`config.mk`:
```
export PLATFORM = sky130hd
export DESIGN_NAME = wav_header_parse_pcm_sample
export DESIGN_NICKNAME = d
export VERILOG_FILES = /design/src/design/wavhp_pkg.sv /design/src/design/wavhp_core.sv /design/src/design/wavhp_obuf.sv /design/src/design/wav_header_parse_pcm_sample.sv
export SDC_FILE = /design/constraint.sdc
export NUM_CORES = 1
export LEC_CHECK = 0
export BUFFER_PORTS_ARGS = -buffer_cell sky130_fd_sc_hd__buf_2
export CORE_MARGIN = 10
export CORE_UTILIZATION = 55
export CTS_BUF_LIST = sky130_fd_sc_hd__clkbuf_4 sky130_fd_sc_hd__clkbuf_8
export CTS_CLUSTER_DIAMETER = 120
export DETAILED_ROUTE_END_ITERATION = 16
export GPL_ROUTABILITY_DRIVEN = 0
export PLACE_DENSITY_LB_ADDON = 0.08
export SYNTH_ARGS = -nofsm -noshare
export SYNTH_HDL_FRONTEND = slang
export SYNTH_SLANG_ARGS = --single-unit
```
`constraint.sdc`:
```
create_clock -name i_clk -period 10.9 [get_ports i_clk]
set_clock_uncertainty 0.15 [all_clocks]
set_input_delay 1.635 -clock i_clk [delete_from_list [all_inputs] [get_ports i_clk]]
set_output_delay 1.635 -clock i_clk [all_outputs]
set_load 0.02 [all_outputs]
```
`src/design/wavhp_pkg.sv`:
```
package wavhp_pkg;

    // Result kinds.
    localparam logic [1:0] KIND_ACCEPT = 2'd0;
    localparam logic [1:0] KIND_REJECT = 2'd1;
    localparam logic [1:0] KIND_SAMPLE = 2'd2;

    // Error codes, dense, in the order the checks are made.
    localparam logic [2:0] ERR_NONE     = 3'd0;
    localparam logic [2:0] ERR_RIFF     = 3'd1;
    localparam logic [2:0] ERR_WAVE     = 3'd2;
    localparam logic [2:0] ERR_FMT      = 3'd3;
    localparam logic [2:0] ERR_NOT_PCM  = 3'd4;
    localparam logic [2:0] ERR_NOT_MONO = 3'd5;
    localparam logic [2:0] ERR_DATA_TAG = 3'd6;
    localparam logic [2:0] ERR_DEPTH    = 3'd7;

    // Chunk tags as they appear in a little-endian 32-bit word.
    localparam logic [31:0] TAG_RIFF = 32'h4646_4952;
    localparam logic [31:0] TAG_WAVE = 32'h4556_4157;
    localparam logic [31:0] TAG_FMT  = 32'h2074_6d66;
    localparam logic [31:0] TAG_DATA = 32'h6174_6164;

    localparam logic [15:0] FMT_PCM      = 16'd1;
    localparam logic [15:0] ONE_CHANNEL  = 16'd1;
    localparam logic [15:0] DEPTH_BYTE   = 16'd8;
    localparam logic [15:0] DEPTH_WORD   = 16'd16;
    localparam logic [7:0]  PCM_OFFSET   = 8'd127;
    localparam logic [7:0]  PCM_TOP_BYTE = 8'd255;
    localparam logic [15:0] SAMPLE_MAX   = 16'h7FFF;

    // Header byte positions at which a field is complete.
    localparam int unsigned POS_W = 6;
    localparam logic [POS_W-1:0] POS_RIFF_END  = 6'd3;
    localparam logic [POS_W-1:0] POS_WAVE_END  = 6'd11;
    localparam logic [POS_W-1:0] POS_FMT_END   = 6'd15;
    localparam logic [POS_W-1:0] POS_FORMAT    = 6'd21;
    localparam logic [POS_W-1:0] POS_CHANNELS  = 6'd23;
    localparam logic [POS_W-1:0] POS_RATE_END  = 6'd27;
    localparam logic [POS_W-1:0] POS_DEPTH_END = 6'd35;
    localparam logic [POS_W-1:0] POS_DATA_END  = 6'd39;
    localparam logic [POS_W-1:0] POS_LAST      = 6'd43;

    typedef struct packed {
        logic [1:0]         kind;
        logic [2:0]         error_code;
        logic [31:0]        sample_rate;
        logic [15:0]        sample_bits;
        logic [31:0]        data_bytes;
        logic signed [15:0] sample_value;
    } t_result;

endpackage

```
`src/design/wavhp_core.sv`:
```
module wavhp_core
    import wavhp_pkg::*;
(
    input  logic       i_clk,
    input  logic       i_rst_n,
    input  logic       i_valid,
    output logic       o_stall,
    input  logic [7:0] i_stream_byte,
    input  logic       i_file_start,
    input  logic       i_can_push,
    output logic       o_push,
    output t_result    o_res
);

    localparam logic [1:0] PH_HEADER = 2'd0;
    localparam logic [1:0] PH_DATA   = 2'd1;
    localparam logic [1:0] PH_REJECT = 2'd2;

    logic             r_in_vld;
    logic [7:0]       r_in_byte;
    logic             r_in_start;

    logic [POS_W-1:0] r_pos, n_pos, e_pos;
    logic [1:0]       r_phase, n_phase, e_phase;
    logic [31:0]      r_shift, n_shift, e_shift;
    logic [31:0]      r_rate, n_rate, e_rate;
    logic [15:0]      r_depth, n_depth, e_depth;
    logic [31:0]      r_size, n_size, e_size;
    logic [7:0]       r_low, n_low, e_low;
    logic             r_odd, n_odd, e_odd;

    logic [31:0]      field;
    logic [2:0]       code;
    logic             res_vld;
    logic             advance;
    t_result          res;

    assign advance = r_in_vld && i_can_push;
    assign o_stall = r_in_vld && !i_can_push;
    assign o_push  = advance && res_vld;
    assign o_res   = res;

    always_ff @(posedge i_clk) begin
        if (!i_rst_n) begin
            r_in_vld <= 1'b0;
        end else begin
            r_in_vld <= (i_valid && !o_stall) || (r_in_vld && !advance);
        end
        if (i_valid && !o_stall) begin
            r_in_byte  <= i_stream_byte;
            r_in_start <= i_file_start;
        end
    end

    // A start flag restarts the parse from the state that reset gives.
    always_comb begin
        e_pos   = r_in_start ? '0 : r_pos;
        e_phase = r_in_start ? PH_HEADER : r_phase;
        e_shift = r_in_start ? '0 : r_shift;
        e_rate  = r_in_start ? '0 : r_rate;
        e_depth = r_in_start ? '0 : r_depth;
        e_size  = r_in_start ? '0 : r_size;
        e_low   = r_in_start ? '0 : r_low;
        e_odd   = r_in_start ? 1'b0 : r_odd;
    end

    always_comb begin
        field   = {r_in_byte, e_shift[31:8]};
        code    = ERR_NONE;
        res_vld = 1'b0;
        n_pos   = e_pos;
        n_phase = e_phase;
        n_shift = e_shift;
        n_rate  = e_rate;
        n_depth = e_depth;
        n_size  = e_size;
        n_low   = e_low;
        n_odd   = e_odd;

        res.kind         = KIND_ACCEPT;
        res.error_code   = ERR_NONE;
        res.sample_rate  = e_rate;
        res.sample_bits  = e_depth;
        res.data_bytes   = e_size;
        res.sample_value = '0;

        case (e_phase)
            PH_HEADER: begin
                n_shift = field;
                n_pos   = e_pos + 1'b1;
                case (e_pos)
                    POS_RIFF_END: begin
                        if (field != TAG_RIFF) code = ERR_RIFF;
                    end
                    POS_WAVE_END: begin
                        if (field != TAG_WAVE) code = ERR_WAVE;
                    end
                    POS_FMT_END: begin
                        if (field != TAG_FMT) code = ERR_FMT;
                    end
                    POS_FORMAT: begin
                        if (field[31:16] != FMT_PCM) code = ERR_NOT_PCM;
                    end
                    POS_CHANNELS: begin
                        if (field[31:16] != ONE_CHANNEL) code = ERR_NOT_MONO;
                    end
                    POS_RATE_END: begin
                        n_rate = field;
                    end
                    POS_DEPTH_END: begin
                        n_depth = field[31:16];
                    end
                    POS_DATA_END: begin
                        if (field != TAG_DATA) code = ERR_DATA_TAG;
                    end
                    POS_LAST: begin
                        n_size         = field;
                        n_phase        = PH_DATA;
                        n_odd          = 1'b0;
                        res_vld        = 1'b1;
                        res.data_bytes = field;
                    end
                    default: begin
                    end
                endcase
                if (code != ERR_NONE) begin
                    n_phase        = PH_REJECT;
                    res_vld        = 1'b1;
                    res.kind       = KIND_REJECT;
                    res.error_code = code;
                end
            end
            PH_DATA: begin
                if (e_depth == DEPTH_BYTE) begin
                    // Offset binary to signed; the top byte would overflow and saturates.
                    res_vld  = 1'b1;
                    res.kind = KIND_SAMPLE;
                    if (r_in_byte == PCM_TOP_BYTE) begin
                        res.sample_value = SAMPLE_MAX;
                    end else begin
                        res.sample_value = {r_in_byte - PCM_OFFSET, 8'h00};
                    end
                end else if (e_depth == DEPTH_WORD) begin
                    if (!e_odd) begin
                        n_low = r_in_byte;
                        n_odd = 1'b1;
                    end else begin
                        n_odd            = 1'b0;
                        res_vld          = 1'b1;
                        res.kind         = KIND_SAMPLE;
                        res.sample_value = {r_in_byte, e_low};
                    end
                end else begin
                    res_vld        = 1'b1;
                    res.kind       = KIND_REJECT;
                    res.error_code = ERR_DEPTH;
                end
            end
            default: begin
            end
        endcase
    end

    always_ff @(posedge i_clk) begin
        if (!i_rst_n) begin
            r_pos   <= '0;
            r_phase <= PH_HEADER;
            r_shift <= '0;
            r_rate  <= '0;
            r_depth <= '0;
            r_size  <= '0;
            r_low   <= '0;
            r_odd   <= 1'b0;
        end else if (advance) begin
            r_pos   <= n_pos;
            r_phase <= n_phase;
            r_shift <= n_shift;
            r_rate  <= n_rate;
            r_depth <= n_depth;
            r_size  <= n_size;
            r_low   <= n_low;
            r_odd   <= n_odd;
        end
    end

endmodule

```
`src/design/wavhp_obuf.sv`:
```
module wavhp_obuf
    import wavhp_pkg::*;
(
    input  logic    i_clk,
    input  logic    i_rst_n,
    input  logic    i_push,
    input  t_result i_res,
    output logic    o_can_push,
    output logic    o_valid,
    input  logic    i_stall,
    output t_result o_res
);

    localparam logic [1:0] DEPTH = 2'd2;

    t_result    r_buf [2];
    logic [1:0] r_count;
    logic       r_wr;
    logic       r_rd;
    logic       pop;

    // Two entries used as a ring; o_res shows the entry at the read pointer.
    assign o_can_push = (r_count != DEPTH);
    assign o_valid    = (r_count != 2'd0);
    assign o_res      = r_buf[r_rd];
    assign pop        = o_valid && !i_stall;

    always_ff @(posedge i_clk) begin
        if (!i_rst_n) begin
            r_count <= '0;
            r_wr    <= 1'b0;
            r_rd    <= 1'b0;
        end else begin
            r_count <= r_count + {1'b0, i_push} - {1'b0, pop};
            if (i_push) r_wr <= !r_wr;
            if (pop) r_rd <= !r_rd;
        end
        if (i_push) begin
            r_buf[r_wr] <= i_res;
        end
    end

endmodule

```
`src/design/wav_header_parse_pcm_sample.sv`:
```
// Channel   Direction  Handshake            Payload
// input     in         i_valid / o_stall    i_stream_byte, i_file_start
// result    out        o_valid / i_stall    o_kind, o_error_code, o_sample_rate,
//                                           o_sample_bits, o_data_bytes, o_sample_value
//
// One byte is accepted per cycle while the result buffer has room.
// Each byte passes an input register, then the header/sample decode into a two-entry
// result buffer, so the sustained rate is one byte per clock when i_stall stays low.
// Reset is synchronous, active low, and returns the parser to header byte 0.
// A stall on the result side fills the buffer, after which o_stall rises.
module wav_header_parse_pcm_sample
    import wavhp_pkg::*;
(
    input  logic               i_clk,
    input  logic               i_rst_n,
    input  logic               i_valid,
    output logic               o_stall,
    input  logic [7:0]         i_stream_byte,
    input  logic               i_file_start,
    output logic               o_valid,
    input  logic               i_stall,
    output logic [1:0]         o_kind,
    output logic [2:0]         o_error_code,
    output logic [31:0]        o_sample_rate,
    output logic [15:0]        o_sample_bits,
    output logic [31:0]        o_data_bytes,
    output logic signed [15:0] o_sample_value
);

    logic    push;
    logic    can_push;
    t_result core_res;
    t_result out_res;

    wavhp_core u_core (
        .i_clk        (i_clk),
        .i_rst_n      (i_rst_n),
        .i_valid      (i_valid),
        .o_stall      (o_stall),
        .i_stream_byte(i_stream_byte),
        .i_file_start (i_file_start),
        .i_can_push   (can_push),
        .o_push       (push),
        .o_res        (core_res)
    );

    wavhp_obuf u_obuf (
        .i_clk     (i_clk),
        .i_rst_n   (i_rst_n),
        .i_push    (push),
        .i_res     (core_res),
        .o_can_push(can_push),
        .o_valid   (o_valid),
        .i_stall   (i_stall),
        .o_res     (out_res)
    );

    assign o_kind         = out_res.kind;
    assign o_error_code   = out_res.error_code;
    assign o_sample_rate  = out_res.sample_rate;
    assign o_sample_bits  = out_res.sample_bits;
    assign o_data_bytes   = out_res.data_bytes;
    assign o_sample_value = out_res.sample_value;

endmodule

```
==> reports/qor.txt, run 1 <==
==================================================================================================
Status ..............................................................................    completed
Primary FF master, synth ............................................................     edfxtp_1
Kind of start point of the critical path ............................................    flip-flop
Reported leakage power ..............................................................      5.11 nW
Placement row count .................................................................           58
Largest net degree at the start of global routing ...................................           83
Capturing element type of the critical path .........................................   output pin
GR Util met3 ........................................................................        4.66%
Share of layout cells above drive strength 1 ........................................        26.9%
Total via count after detailed routing ..............................................         9506
Antenna violations before repair ....................................................            0
Critical path type ..................................................................      reg2out
GRT Util Overall ....................................................................        19.9%
Origin of the critical flop-to-flop path ............................................ u_core.r_in_start$_DFFE_PP_
Buffer count from post-CTS setup fixing .............................................            0
Worst hold-check path type ..........................................................      reg2reg
Number of buffers on the longest clock path .........................................            3
Final Max Slew Viols ................................................................            0
Number of inserted filler cells in the final layout .................................         2039
H-tree level count ..................................................................            2
Post-layout minimum cycle time ......................................................      4.43 ns
Fraction of post-synthesis cell area in the top cell type by area ...................        45.1%
Number of buffers added on ports ....................................................          115
Number of stages on the worst setup path ............................................            3
Clock transition time at the flip-flop clock pins of the worst setup and hold paths .      0.06 ns
Cell with the largest stage delay on the worst path .................................      dfxtp_4
Max frequency .......................................................................      226 MHz
Finish-stage setup viols ............................................................            0
Total wire length ...................................................................     33000 um
Core area ...........................................................................  25200 sq um
Critical register-to-register path endpoint ......................................... u_obuf.r_buf[0][22]$_DFFE_PP_
Fraction of met2 tracks used by global routing ......................................        30.5%
CTS buffer count ....................................................................           53
Final layout net count ..............................................................         1321
Pin slew with the least headroom to its limit .......................................      1.12 ns
Max incr delay on CP ................................................................      0.76 ns
Cell family with most CP delay ...................................................... buffers and inverters
Critical path buffers and inverters .................................................            2
Synth-to-Final Area Change ..........................................................        13.3%
Top-level I/O count .................................................................          116
Post-synthesis cell type count ......................................................           64
Cells traversed along the worst timing path ......................................... buf_4 > mux2_2 > buf_2
Number of detailed-route iterations in the first pass ...............................            5
Hold-fix buffers, CTS ...............................................................            0
Required time reported for the critical path endpoint ...............................      9.12 ns
Count of nets left with antenna violations after detail routing .....................            0
Number of remaining DRC errors ......................................................            0
Effective utilization at floorplan ..................................................        55.7%
Final-layout setup total negative slack .............................................         0 ns
PwrDens .............................................................................  168 nW/um^2
Mean Syn Cell Area ..................................................................   11.8 sq um
Antenna diodes ......................................................................            0
GRT overflow ........................................................................            0
Root Buffer .........................................................................     clkbuf_8
Final worst-path cycle share ........................................................        40.7%
Later-pin clock latency in the skew report ..........................................      0.56 ns
Final number of hold-violating endpoints ............................................            0
Detailed Place HPWL .................................................................     21200 um
Cell accounting for the most synthesized area .......................................     edfxtp_1
Yosys Warn Count ....................................................................            0
Layer with the highest usage after global routing ...................................         met2
Total Power .........................................................................      2.67 mW
Peak VDD IR .........................................................................   0.000116 V
Number of design-rule violations left by the first detailed-router iteration ........          818
Vias in the first global route ......................................................         9265
Wire length of the first global-routing pass ........................................     52600 um
Number of cell instances on the worst register-to-register path .....................           10
Post-cts repair resize count ........................................................            0
Sequential area share after synthesis ...............................................        63.3%
Detail-routed via count per cell ....................................................         5.70
Cell count after synthesis ..........................................................         1190
Post-Synthesis Net Count ............................................................         1213
Post-synth EDFFs ....................................................................          211
Die outline area ....................................................................  32300 sq um
Die width ...........................................................................       180 um
Data arrival time of the worst path .................................................      2.65 ns
R2r setup slk .......................................................................      6.62 ns
Unrepaired setup endpoints after global routing .....................................        false
TritonCTS clock tree ................................................................          yes
Global routing usage on met1 ........................................................        27.6%
Count of max-cap constraint violations ..............................................            0
Die outline height ..................................................................       180 um
FF+latch area .......................................................................   8880 sq um
Synthesized flop and latch total ....................................................          338
Area occupied by multi-input gates ..................................................   4810 sq um
Synth top area cells ................................................................ edfxtp_1 45%, dfxtp_1 18%, mux2_2 8.2%
Capturing instance or port of the critical path ..................................... o_sample_value[8]
Async set-or-reset flop fraction in the synthesized netlist .........................           0%
Post-Synthesis Cell Area ............................................................  14000 sq um
Clock sink count ....................................................................          338
Max-slew headroom ...................................................................        25.7%
Peak fanout along the critical path .................................................           53
Final routed wire length divided by cell count ......................................      19.8 um
==================================================================================================
registers in the layout, summed over array words and instances, names as in the netlist, named ones only:
register	cells
u_core.r_odd	1
u_core.r_phase	2
u_core.r_size	32
u_core.r_in_byte	8
u_core.r_in_start	1
u_core.r_pos	6
u_core.r_rate	32
u_obuf.r_wr	1
u_obuf.r_buf	202
u_obuf.r_count	2
u_core.r_in_vld	1
u_core.r_depth	16
u_core.r_shift	24
u_core.r_low	8
u_obuf.r_rd	1
per-stage QoR:
step                utilization (%)  worst slack, ns  cell area [sq um]  hold slack, ns  instances
finish                         63.2             6.47              15900           0.304       1669
global placement               58.9             6.71              14800           0.292       1573
global route                   63.2             6.28              15900           0.320       1669
floorplan                         -            0.200              14000           0.287       1190
CTS                            63.2             6.40              15900           0.305       1669
detailed placement             58.9             6.65              14800           0.297       1573
worst min-delay path by stage:
stage / startpoint / to / slack, ns / depth (start not counted)
3_3_place_gp: u_core.r_size[15]$_SDFFE_PN0P_ / u_core.r_size[15]$_SDFFE_PN0P_ / 0.29 / 2
2_1_floorplan: u_core.r_size[24]$_SDFFE_PN0P_ / u_core.r_size[24]$_SDFFE_PN0P_ / 0.29 / 2
4_1_cts: u_core.r_size[4]$_SDFFE_PN0P_ / u_core.r_size[4]$_SDFFE_PN0P_ / 0.30 / 2
5_1_grt: u_core.r_size[14]$_SDFFE_PN0P_ / u_core.r_size[14]$_SDFFE_PN0P_ / 0.32 / 2
6_report: u_core.r_size[15]$_SDFFE_PN0P_ / u_core.r_size[15]$_SDFFE_PN0P_ / 0.30 / 2
3_5_place_dp: u_core.r_size[4]$_SDFFE_PN0P_ / u_core.r_size[4]$_SDFFE_PN0P_ / 0.30 / 2
kinds of logic after synthesis:
| group | after synthesis | share of synthesized area, % |
|---|---|---|
| and+or+nand+nor | 442 | 15.8 |
| DFF | 338 | 63.3 |
| AOI/OAI and AO/OA | 205 | 8.78 |
| muxes | 104 | 8.33 |
| buffers and inverters | 87 | 2.69 |
| adders and majority gates | 10 | 0.892 |
| xor gates and xnor gates | 4 | 0.250 |
final cells by class:
class | instances | share of cell area (%)
Tap cell | 330 | 2.60
Multi-Input combinational cell | 765 | 30.2
Clock inverter | 3 | 0.0787
Timing Repair Buffer | 131 | 4.37
Sequential cell | 338 | 55.8
Inverter | 9 | 0.220
Clock buffer | 93 | 6.67
synth_stat cells (all sizes together), types with 10 or more instances:
cell type  number
nand2         196
clkbuf         49
edfxtp        211
mux2          102
nand4          10
nor2b          64
a22oi          50
dfxtp         127
nand3          20
nor4           10
nor2           90
o21ai          28
ha             10
a21oi         105
buf            29
placed cells by master, fill, tap and decap left out, types with 4 or more instances in the layout:
| cell | Yosys | layout |
|---|---|---|
| a21oi_1 | 105 | 104 |
| buf_4 | 3 | 16 |
| nand4_1 | 9 | 9 |
| edfxtp_1 | 211 | 211 |
| mux2_2 | 102 | 102 |
| nand3_1 | 20 | 20 |
| nor4_1 | 5 | 5 |
| a311oi_1 | 4 | 4 |
| inv_1 | 7 | 7 |
| a211oi_1 | 5 | 4 |
| dfxtp_1 | 127 | 126 |
| nor2b_1 | 61 | 61 |
| buf_2 | 14 | 115 |
| a22oi_1 | 50 | 50 |
| clkbuf_4 | 0 | 35 |
| o21ai_0 | 24 | 24 |
| and4bb_2 | 4 | 4 |
| and3_1 | 5 | 5 |
| nand2_1 | 196 | 196 |
| nand2b_1 | 6 | 6 |
| nor2_1 | 90 | 89 |
| clkbuf_8 | 0 | 58 |
| nor3_1 | 6 | 6 |
| ha_1 | 10 | 10 |
report_power, final:
group	total [mW]	internal (mW)	switching (mW)
Sequential	1.39	1.36	0.0332
Clock	1.06	0.604	0.454
Combinational	0.226	0.0894	0.137
tightest hold or removal path, cell delays in order (launching register included):
cell     delay [ns]
dfxtp_1        0.31
nand2_1        0.05
a21oi_1        0.05
metal layers:
layer,vias up,routed length (um)
li1,4490,-
met1,4629,15100
met2,333,14800
met3,54,2350
met4,0,705
met5,-,0
Note: power is estimated with default switching activity, not from simulation.
==> run 2, diff against run 1 <==
clock period = 3.7 ns   (was 10.9 ns; I/O delays follow)
==> reports/qor.txt, run 2 (same netlist as run 1, synthesis figures left out) <==
==================================================================================================
GRT overflow ........................................................................            0   unchanged
Clock sink count ....................................................................          338   unchanged
Peak VDD IR .........................................................................   0.000421 V   +260%
Number of remaining DRC errors ......................................................            0   unchanged
Final routed wire length divided by cell count ......................................      20.2 um   +2.2%
Top-level I/O count .................................................................          116   unchanged
Data arrival time of the worst path .................................................      3.62 ns   +0.97 ns
Worst hold endpoint ................................................................. u_core.r_in_byte[3]$_DFFE_PP_
Critical register-to-register path endpoint ......................................... u_obuf.r_count[1]$_SDFF_PN0_
GRT Util Overall ....................................................................        20.5%   +0.63 points
Final layout net count ..............................................................         1337   +1.2%
Max frequency .......................................................................      303 MHz
Origin of the critical flop-to-flop path ............................................ u_core.r_in_byte[0]$_DFFE_PP_
Reported leakage power ..............................................................      5.22 nW   +2.2%
Die width ...........................................................................       180 um   unchanged
Cells traversed along the worst timing path ......................................... inv_1 > ha_1 > nor4b_2 > nand4b_1 > nor4_1 > o22a_1 > nor3b_4 > a21oi_1 > ha_1 > xor2_1 > xnor2_1 > nor2_1
Required time reported for the critical path endpoint ...............................      4.02 ns   -5.10 ns
Die outline height ..................................................................       180 um   unchanged
Register bank with the most flops ................................................... u_obuf.r_buf
Later-pin clock latency in the skew report ..........................................      0.59 ns   +0.03 ns
Core area ...........................................................................  25200 sq um   unchanged
Cell count of the worst hold path ...................................................            1   -1
Vias in the first global route ......................................................         9310   +0.49%
Number of cell instances on the worst register-to-register path .....................           12   +2
Pin slew with the least headroom to its limit .......................................      1.06 ns   -0.0598 ns
Detailed Place HPWL .................................................................     22600 um   +6.9%
End-of-flow core utilization ........................................................        64.3%   +1.1 points
Peak fanout along the critical path .................................................           10   -81%
Synth-to-Final Area Change ..........................................................        15.4%
Cell with the largest stage delay on the worst path .................................     edfxtp_1
Most common cell after layout, fill and taps aside ..................................     edfxtp_1
Status ..............................................................................    completed
Effective utilization at floorplan ..................................................        55.7%   unchanged
Largest register FFs ................................................................          202   unchanged
Number of detailed-route iterations in the first pass ...............................            8   +3
Number of design-rule violations left by the first detailed-router iteration ........          991   +21%
Top library cells by usage in the layout, fill and taps aside ....................... 211 x edfxtp_1, 195 x nand2_1, 126 x dfxtp_1, 115 x buf_2, 104 x a21oi_1
Critical Path Most Common Cell ......................................................         ha_1
Max-slew headroom ...................................................................        29.5%   +3.8 points
Finish-stage setup viols ............................................................            0   unchanged
Final worst-path cycle share ........................................................        89.2%
Max incr delay on CP ................................................................      0.54 ns   -0.22 ns
Count of nets left with antenna violations after detail routing .....................            0   unchanged
Root Buffer .........................................................................     clkbuf_8
Number of buffers added on ports ....................................................          115   unchanged
Hold Path Origin .................................................................... i_stream_byte[3]
TritonCTS clock tree ................................................................          yes
Placement row count .................................................................           58   unchanged
Total via count after detailed routing ..............................................         9614   +1.1%
CTS buffer count ....................................................................           53   unchanged
Kind of start point of the critical path ............................................    flip-flop
Antenna violations before repair ....................................................            0   unchanged
Worst hold-check path type ..........................................................       in2reg
Antenna diodes ......................................................................            0   unchanged
PwrDens .............................................................................  493 nW/um^2   +190%
Wire length of the first global-routing pass ........................................     53800 um   +2.3%
Detail-routed via count per cell ....................................................         5.69   about the same
Critical path type ..................................................................      reg2reg
Clock transition time at the flip-flop clock pins of the worst setup and hold paths .      0.07 ns   about the same
R2r setup slk .......................................................................      0.40 ns   -6.22 ns
Final Max Slew Viols ................................................................            0   unchanged
Registers with the highest flip-flop counts ......................................... u_obuf.r_buf x202, u_core.r_rate x32, u_core.r_size x32
Total wire length ...................................................................     34100 um   +3.4%
Unrepaired setup endpoints after global routing .....................................        false
Share of layout cells above drive strength 1 ........................................        27.5%   +0.63 points
Largest net degree at the start of global routing ...................................          102   +23%
Total Power .........................................................................      7.99 mW   +200%
Post-layout minimum cycle time ......................................................      3.30 ns
Count of max-cap constraint violations ..............................................            0   unchanged
Die outline area ....................................................................  32300 sq um   unchanged
Capturing element type of the critical path .........................................    flip-flop
H-tree level count ..................................................................            2   unchanged
Number of buffers on the longest clock path .........................................            3   unchanged
Final number of hold-violating endpoints ............................................            0   unchanged
==================================================================================================
## run 2: cell types whose count changed in the layout (fill, tap and decap cells not counted), sizes merged
cell	change
clkbuf	-15
inv	+2
bufinv	+1
buf	+14
clkinv	+16
dlygate4sd3	+2
## run 2: power by group
part / total [mW] / switching, mW / leakage, nW / internal, mW
Combinational: 0.743 / 0.463 / 1.84 / 0.280
Clock: 3.21 / 1.43 / 0.598 / 1.78
Sequential: 4.04 / 0.0436 / 2.79 / 3.99
Total: 7.99 / 1.93 / 5.22 / 6.05
## run 2: layout make-up
class                           count  area [sq um]
Clock buffer                       78           980
Fill cell                        1979          8990
Tap cell                          330           413
Timing Repair Buffer              147           896
Clock inverter                     22           136
Multi-Input combinational cell    765          4850
Sequential cell                   338          8880
Inverter                            9          35.0
## run 2: layer usage
layer  global-route usage (%)  part of all wire (%)
met2                     30.6                    45
met1                     28.6                    44
met3                     5.12                   8.1
met5                        0                     0
met4                     7.01                   2.9
## run 2: worst max path at each step
stage | slack, ns | endpoint | depth (start not counted) | startpoint
final | 0.40 | u_obuf.r_count[1]$_SDFF_PN0_ | 12 | u_core.r_in_byte[0]$_DFFE_PP_
after global routing | 0.11 | u_obuf.r_count[1]$_SDFF_PN0_ | 12 | u_core.r_in_byte[0]$_DFFE_PP_
after CTS | 0.38 | u_obuf.r_count[1]$_SDFF_PN0_ | 12 | u_core.r_in_byte[0]$_DFFE_PP_
after detailed placement | 0.39 | u_obuf.r_count[1]$_SDFF_PN0_ | 12 | u_core.r_in_byte[0]$_DFFE_PP_
after global placement | 0.48 | u_obuf.r_count[1]$_SDFF_PN0_ | 12 | u_core.r_in_byte[0]$_DFFE_PP_
after floorplan | -1.64 | u_obuf.r_buf[0][0]$_DFFE_PP_ | 12 | u_core.r_in_start$_DFFE_PP_
## run 2: critical path: cells and delay by family (launching register included)
kind            cells  cell delay, ns
fa+ha+maj           2            0.38
flops               1            0.54
xor+xnor            2            0.29
simple gates        5            1.27
compound gates      2            0.39
buf+inv             1            0.17
## run 2: timing repair
item                                   in CTS  in global routing
endpoints found under the hold margin       2                  0
hold buffers                                2                  0
gates resized for setup                     0                  0
buffers inserted                            0                  0
## run 2: per-stage QoR
| step | hold WS [ns] | cell area (sq um) | instances | setup TNS [ns] | setup slack (ns) |
|---|---|---|---|---|---|
| finish | 0.0230 | 16200 | 1689 | 0 | 0.401 |
| global route | 0.00797 | 16200 | 1689 | 0 | 0.105 |
| CTS | 0.00609 | 16200 | 1689 | 0 | 0.377 |
| detailed placement | 0.297 | 15100 | 1587 | 0 | 0.389 |
| global placement | 0.292 | 15100 | 1587 | 0 | 0.483 |
| floorplan | 0.287 | 14100 | 1190 | -230.17 | -1.64 |
==> run 3, diff against run 2 <==
ABC_AREA = 1   (was default)
==> reports/qor.txt, run 3 <==
==================================================================================================
Die outline area ....................................................................  34800 sq um   +7.7%
Post-synthesis cell type count ......................................................           34   -47%
Number of detailed-route iterations in the first pass ...............................            5   -3
Placement row count .................................................................           60   +3.4%
Primary FF master, synth ............................................................     edfxtp_1
Required time reported for the critical path endpoint ...............................      3.80 ns   -0.22 ns
Pin slew with the least headroom to its limit .......................................     0.971 ns   -0.0847 ns
Worst hold-check path type ..........................................................       in2reg
Final routed wire length divided by cell count ......................................      18.0 um   -11%
Sequential area share after synthesis ...............................................        58.2%   -5.1 points
Status ..............................................................................    completed
Placed Cells incl. Taps .............................................................         2037   +28%
Top-level I/O count .................................................................          116   unchanged
CTS buffer count ....................................................................           53   unchanged
Registers with the highest flip-flop counts ......................................... u_obuf.r_buf x202, u_core.r_rate x32, u_core.r_size x32
Most common library cells after synthesis ........................................... 221 x inv_1, 218 x nor2_1, 211 x edfxtp_1
Clock sink count ....................................................................          338   unchanged
Fraction of post-synthesis cell area in the top cell type by area ...................        41.5%   -3.6 points
Peak VDD IR .........................................................................   0.000326 V   -22%
Die width ...........................................................................       187 um   +3.8%
Max frequency .......................................................................      295 MHz   -2.5%
PwrDens .............................................................................  479 nW/um^2   -2.8%
Count of max-cap constraint violations ..............................................            0   unchanged
Final layout net count ..............................................................         1749   +31%
Mean Syn Cell Area ..................................................................   9.51 sq um   -19%
Antenna violations before repair ....................................................            0   unchanged
Sequential share of power ...........................................................        49.7%   -0.8 points
Root Buffer .........................................................................     clkbuf_8
Capturing element type of the critical path .........................................    flip-flop
Proportion of power drawn by the clock network ......................................        38.9%   -1.3 points
Top library cells by usage in the layout, fill and taps aside ....................... 218 x inv_1, 214 x nor2_1, 211 x edfxtp_1, 175 x o21ai_0, 168 x nand2_1
Register bank with the most flops ................................................... u_obuf.r_buf
Synth top area cells ................................................................ edfxtp_1 42%, dfxtp_1 17%, mux2_2 7.5%
Data arrival time of the worst path .................................................      3.49 ns   -0.13 ns
Number of design-rule violations left by the first detailed-router iteration ........         1064   +7.4%
Total wire length ...................................................................     38600 um   +13%
Die outline height ..................................................................       187 um   +3.8%
Kind of start point of the critical path ............................................    flip-flop
Detail-routed via count per cell ....................................................         5.46   -4.1%
Final number of hold-violating endpoints ............................................            0   unchanged
Number of remaining DRC errors ......................................................            0   unchanged
Post-Synthesis Cell Area ............................................................  15300 sq um   +8.7%
Fraction of power spent switching nets ..............................................        25.4%   +1.1 points
Cell internal power dissipation .....................................................      6.27 mW   +3.7%
Most common cell in the synthesized netlist .........................................        inv_1
Number of buffers added on ports ....................................................          115   unchanged
Yosys Warn Count ....................................................................            0   unchanged
Final Max Slew Viols ................................................................            0   unchanged
Later-pin clock latency in the skew report ..........................................      0.59 ns   about the same
Post-route insts no fill ............................................................         2142   +27%
Combinational share of power ........................................................        11.4%   +2.1 points
Number of buffers on the longest clock path .........................................            3   unchanged
Synthesized flop and latch total ....................................................          338   unchanged
Cell count after synthesis ..........................................................         1604   +35%
Async set-or-reset flop fraction in the synthesized netlist .........................           0%   unchanged
GRT Util Overall ....................................................................        21.6%   +1.1 points
Effective utilization at floorplan ..................................................        56.3%   +0.55 points
Total via count after detailed routing ..............................................        11700   +22%
H-tree level count ..................................................................            2   unchanged
Share of layout cells above drive strength 1 ........................................        20.7%   -6.8 points
Count of nets left with antenna violations after detail routing .....................            0   unchanged
Max-slew headroom ...................................................................        35.1%   +5.6 points
Finish-stage setup viols ............................................................            0   unchanged
Largest register FFs ................................................................          202   unchanged
Detailed Place HPWL .................................................................     25600 um   +13%
Cell accounting for the most synthesized area .......................................     edfxtp_1
Synth-to-Final Area Change ..........................................................        15.0%
Post-layout minimum cycle time ......................................................      3.38 ns   +0.0857 ns
Reported leakage power ..............................................................      7.01 nW   +34%
Buffer count from post-CTS setup fixing .............................................            0   unchanged
Peak fanout along the critical path .................................................           38   +28
GRT overflow ........................................................................            0   unchanged
Vias in the first global route ......................................................        11000   +19%
Antenna diodes ......................................................................            0   unchanged
Post-synth EDFFs ....................................................................          211   unchanged
Most common cell after layout, fill and taps aside ..................................        inv_1
Post-Synthesis Net Count ............................................................         1627   +34%
TritonCTS clock tree ................................................................          yes
Sw Pwr ..............................................................................      2.13 mW   +10%
Critical path type ..................................................................      reg2reg
Clock transition time at the flip-flop clock pins of the worst setup and hold paths .      0.06 ns   about the same
Core area ...........................................................................  27100 sq um   +7.6%
Final worst-path cycle share ........................................................        91.5%   +2.3 points
Wire length of the first global-routing pass ........................................     61500 um   +14%
Unrepaired setup endpoints after global routing .....................................        false
Largest net degree at the start of global routing ...................................           85   -17%
Total Power .........................................................................      8.41 mW   +5.3%
==================================================================================================
[run 3: path summary, 6_finish.rpt]
check / endpoint / slack, ns / depth (start not counted) / from
max reg2reg: u_obuf.r_buf[1][0]$_DFFE_PP_ / 0.32 / 16 / u_core.r_in_start$_DFFE_PP_
max: u_obuf.r_buf[1][0]$_DFFE_PP_ / 0.32 / 16 / u_core.r_in_start$_DFFE_PP_
min: u_core.r_in_byte[2]$_DFFE_PP_ / 0.02 / 1 / i_stream_byte[2]
min reg2reg: flip-flop / 0.29 / 1 / u_obuf.r_rd$_SDFFE_PN0P_
[run 3: metal layers]
layer | vias to the layer above | share of wire [%] | global-route usage [%]
met1 | 5510 | 43 | 28.8
li1 | 5663 | - | -
met5 | - | 0 | 0
met2 | 449 | 47 | 34.5
met3 | 65 | 7.6 | 4.30
met4 | 0 | 2.6 | 7.07
[run 3: layout make-up]
class | instances | area (sq um)
Clock inverter | 30 | 240
Timing Repair Buffer | 159 | 996
Multi-Input combinational cell | 947 | 5220
Sequential cell | 338 | 8880
Inverter | 227 | 858
Tap cell | 372 | 465
Fill cell | 2266 | 9560
Clock buffer | 69 | 881
[run 3: logic make-up after synthesis]
| kind of cell | share of synthesized area [%] |
|---|---|
| AO/OA/AOI/OAI | 11.4 |
| XOR/XNOR | 0.287 |
| adder cells (fa/ha/maj) | 0.820 |
| buffers and inverters | 8.16 |
| flip-flops | 58.2 |
| multiplexers | 7.46 |
| AND/OR/NAND/NOR | 13.7 |
[run 3: power by group through the flow]
| stage | combinational (mW) | sequential (mW) | clock (mW) |
|---|---|---|---|
| floorplan | 0.686 | 4.23 | 0 |
| global placement | 0.940 | 4.25 | 0 |
| detailed placement | 0.950 | 4.25 | 0 |
| CTS | 0.959 | 4.17 | 3.34 |
| global route | 1.06 | 4.18 | 3.52 |
| finish | 0.958 | 4.17 | 3.27 |
[run 3: metrics by stage]
step / TNS, ns / setup slack, ns / utilization [%] / cell area [sq um] / hold WS [ns]
CTS: 0 / 0.378 / 64.7 / 17500 / 0.00130
floorplan: -40.70 / -0.228 / - / 15400 / 0.276
detailed placement: 0 / 0.416 / 60.4 / 16400 / 0.284
finish: 0 / 0.316 / 64.7 / 17500 / 0.0242
global placement: 0 / 0.423 / 60.4 / 16400 / 0.273
global route: 0 / 0.0489 / 64.7 / 17500 / 0.00207
[run 3: critical path, cell delays in order, from the launching register on]
cell and delay [ns]:
edfxtp_1 0.44, inv_2 0.49, nand2_1 0.34, nand2_1 0.14, nor2_1 0.05, nand2_1 0.09
nor2_1 0.05, nand2_1 0.06, nand2_1 0.06, nand3_1 0.11, nor2_1 0.05, nand2_1 0.05
nand2_1 0.09, nand2_2 0.13, nand3_2 0.11, clkinvlp_4 0.31, buf_12 0.27
[run 3: repair_timing]
item	CTS	global route
resized for setup	0	0
hold buffers	5	1
endpoints found under the hold margin	5	1
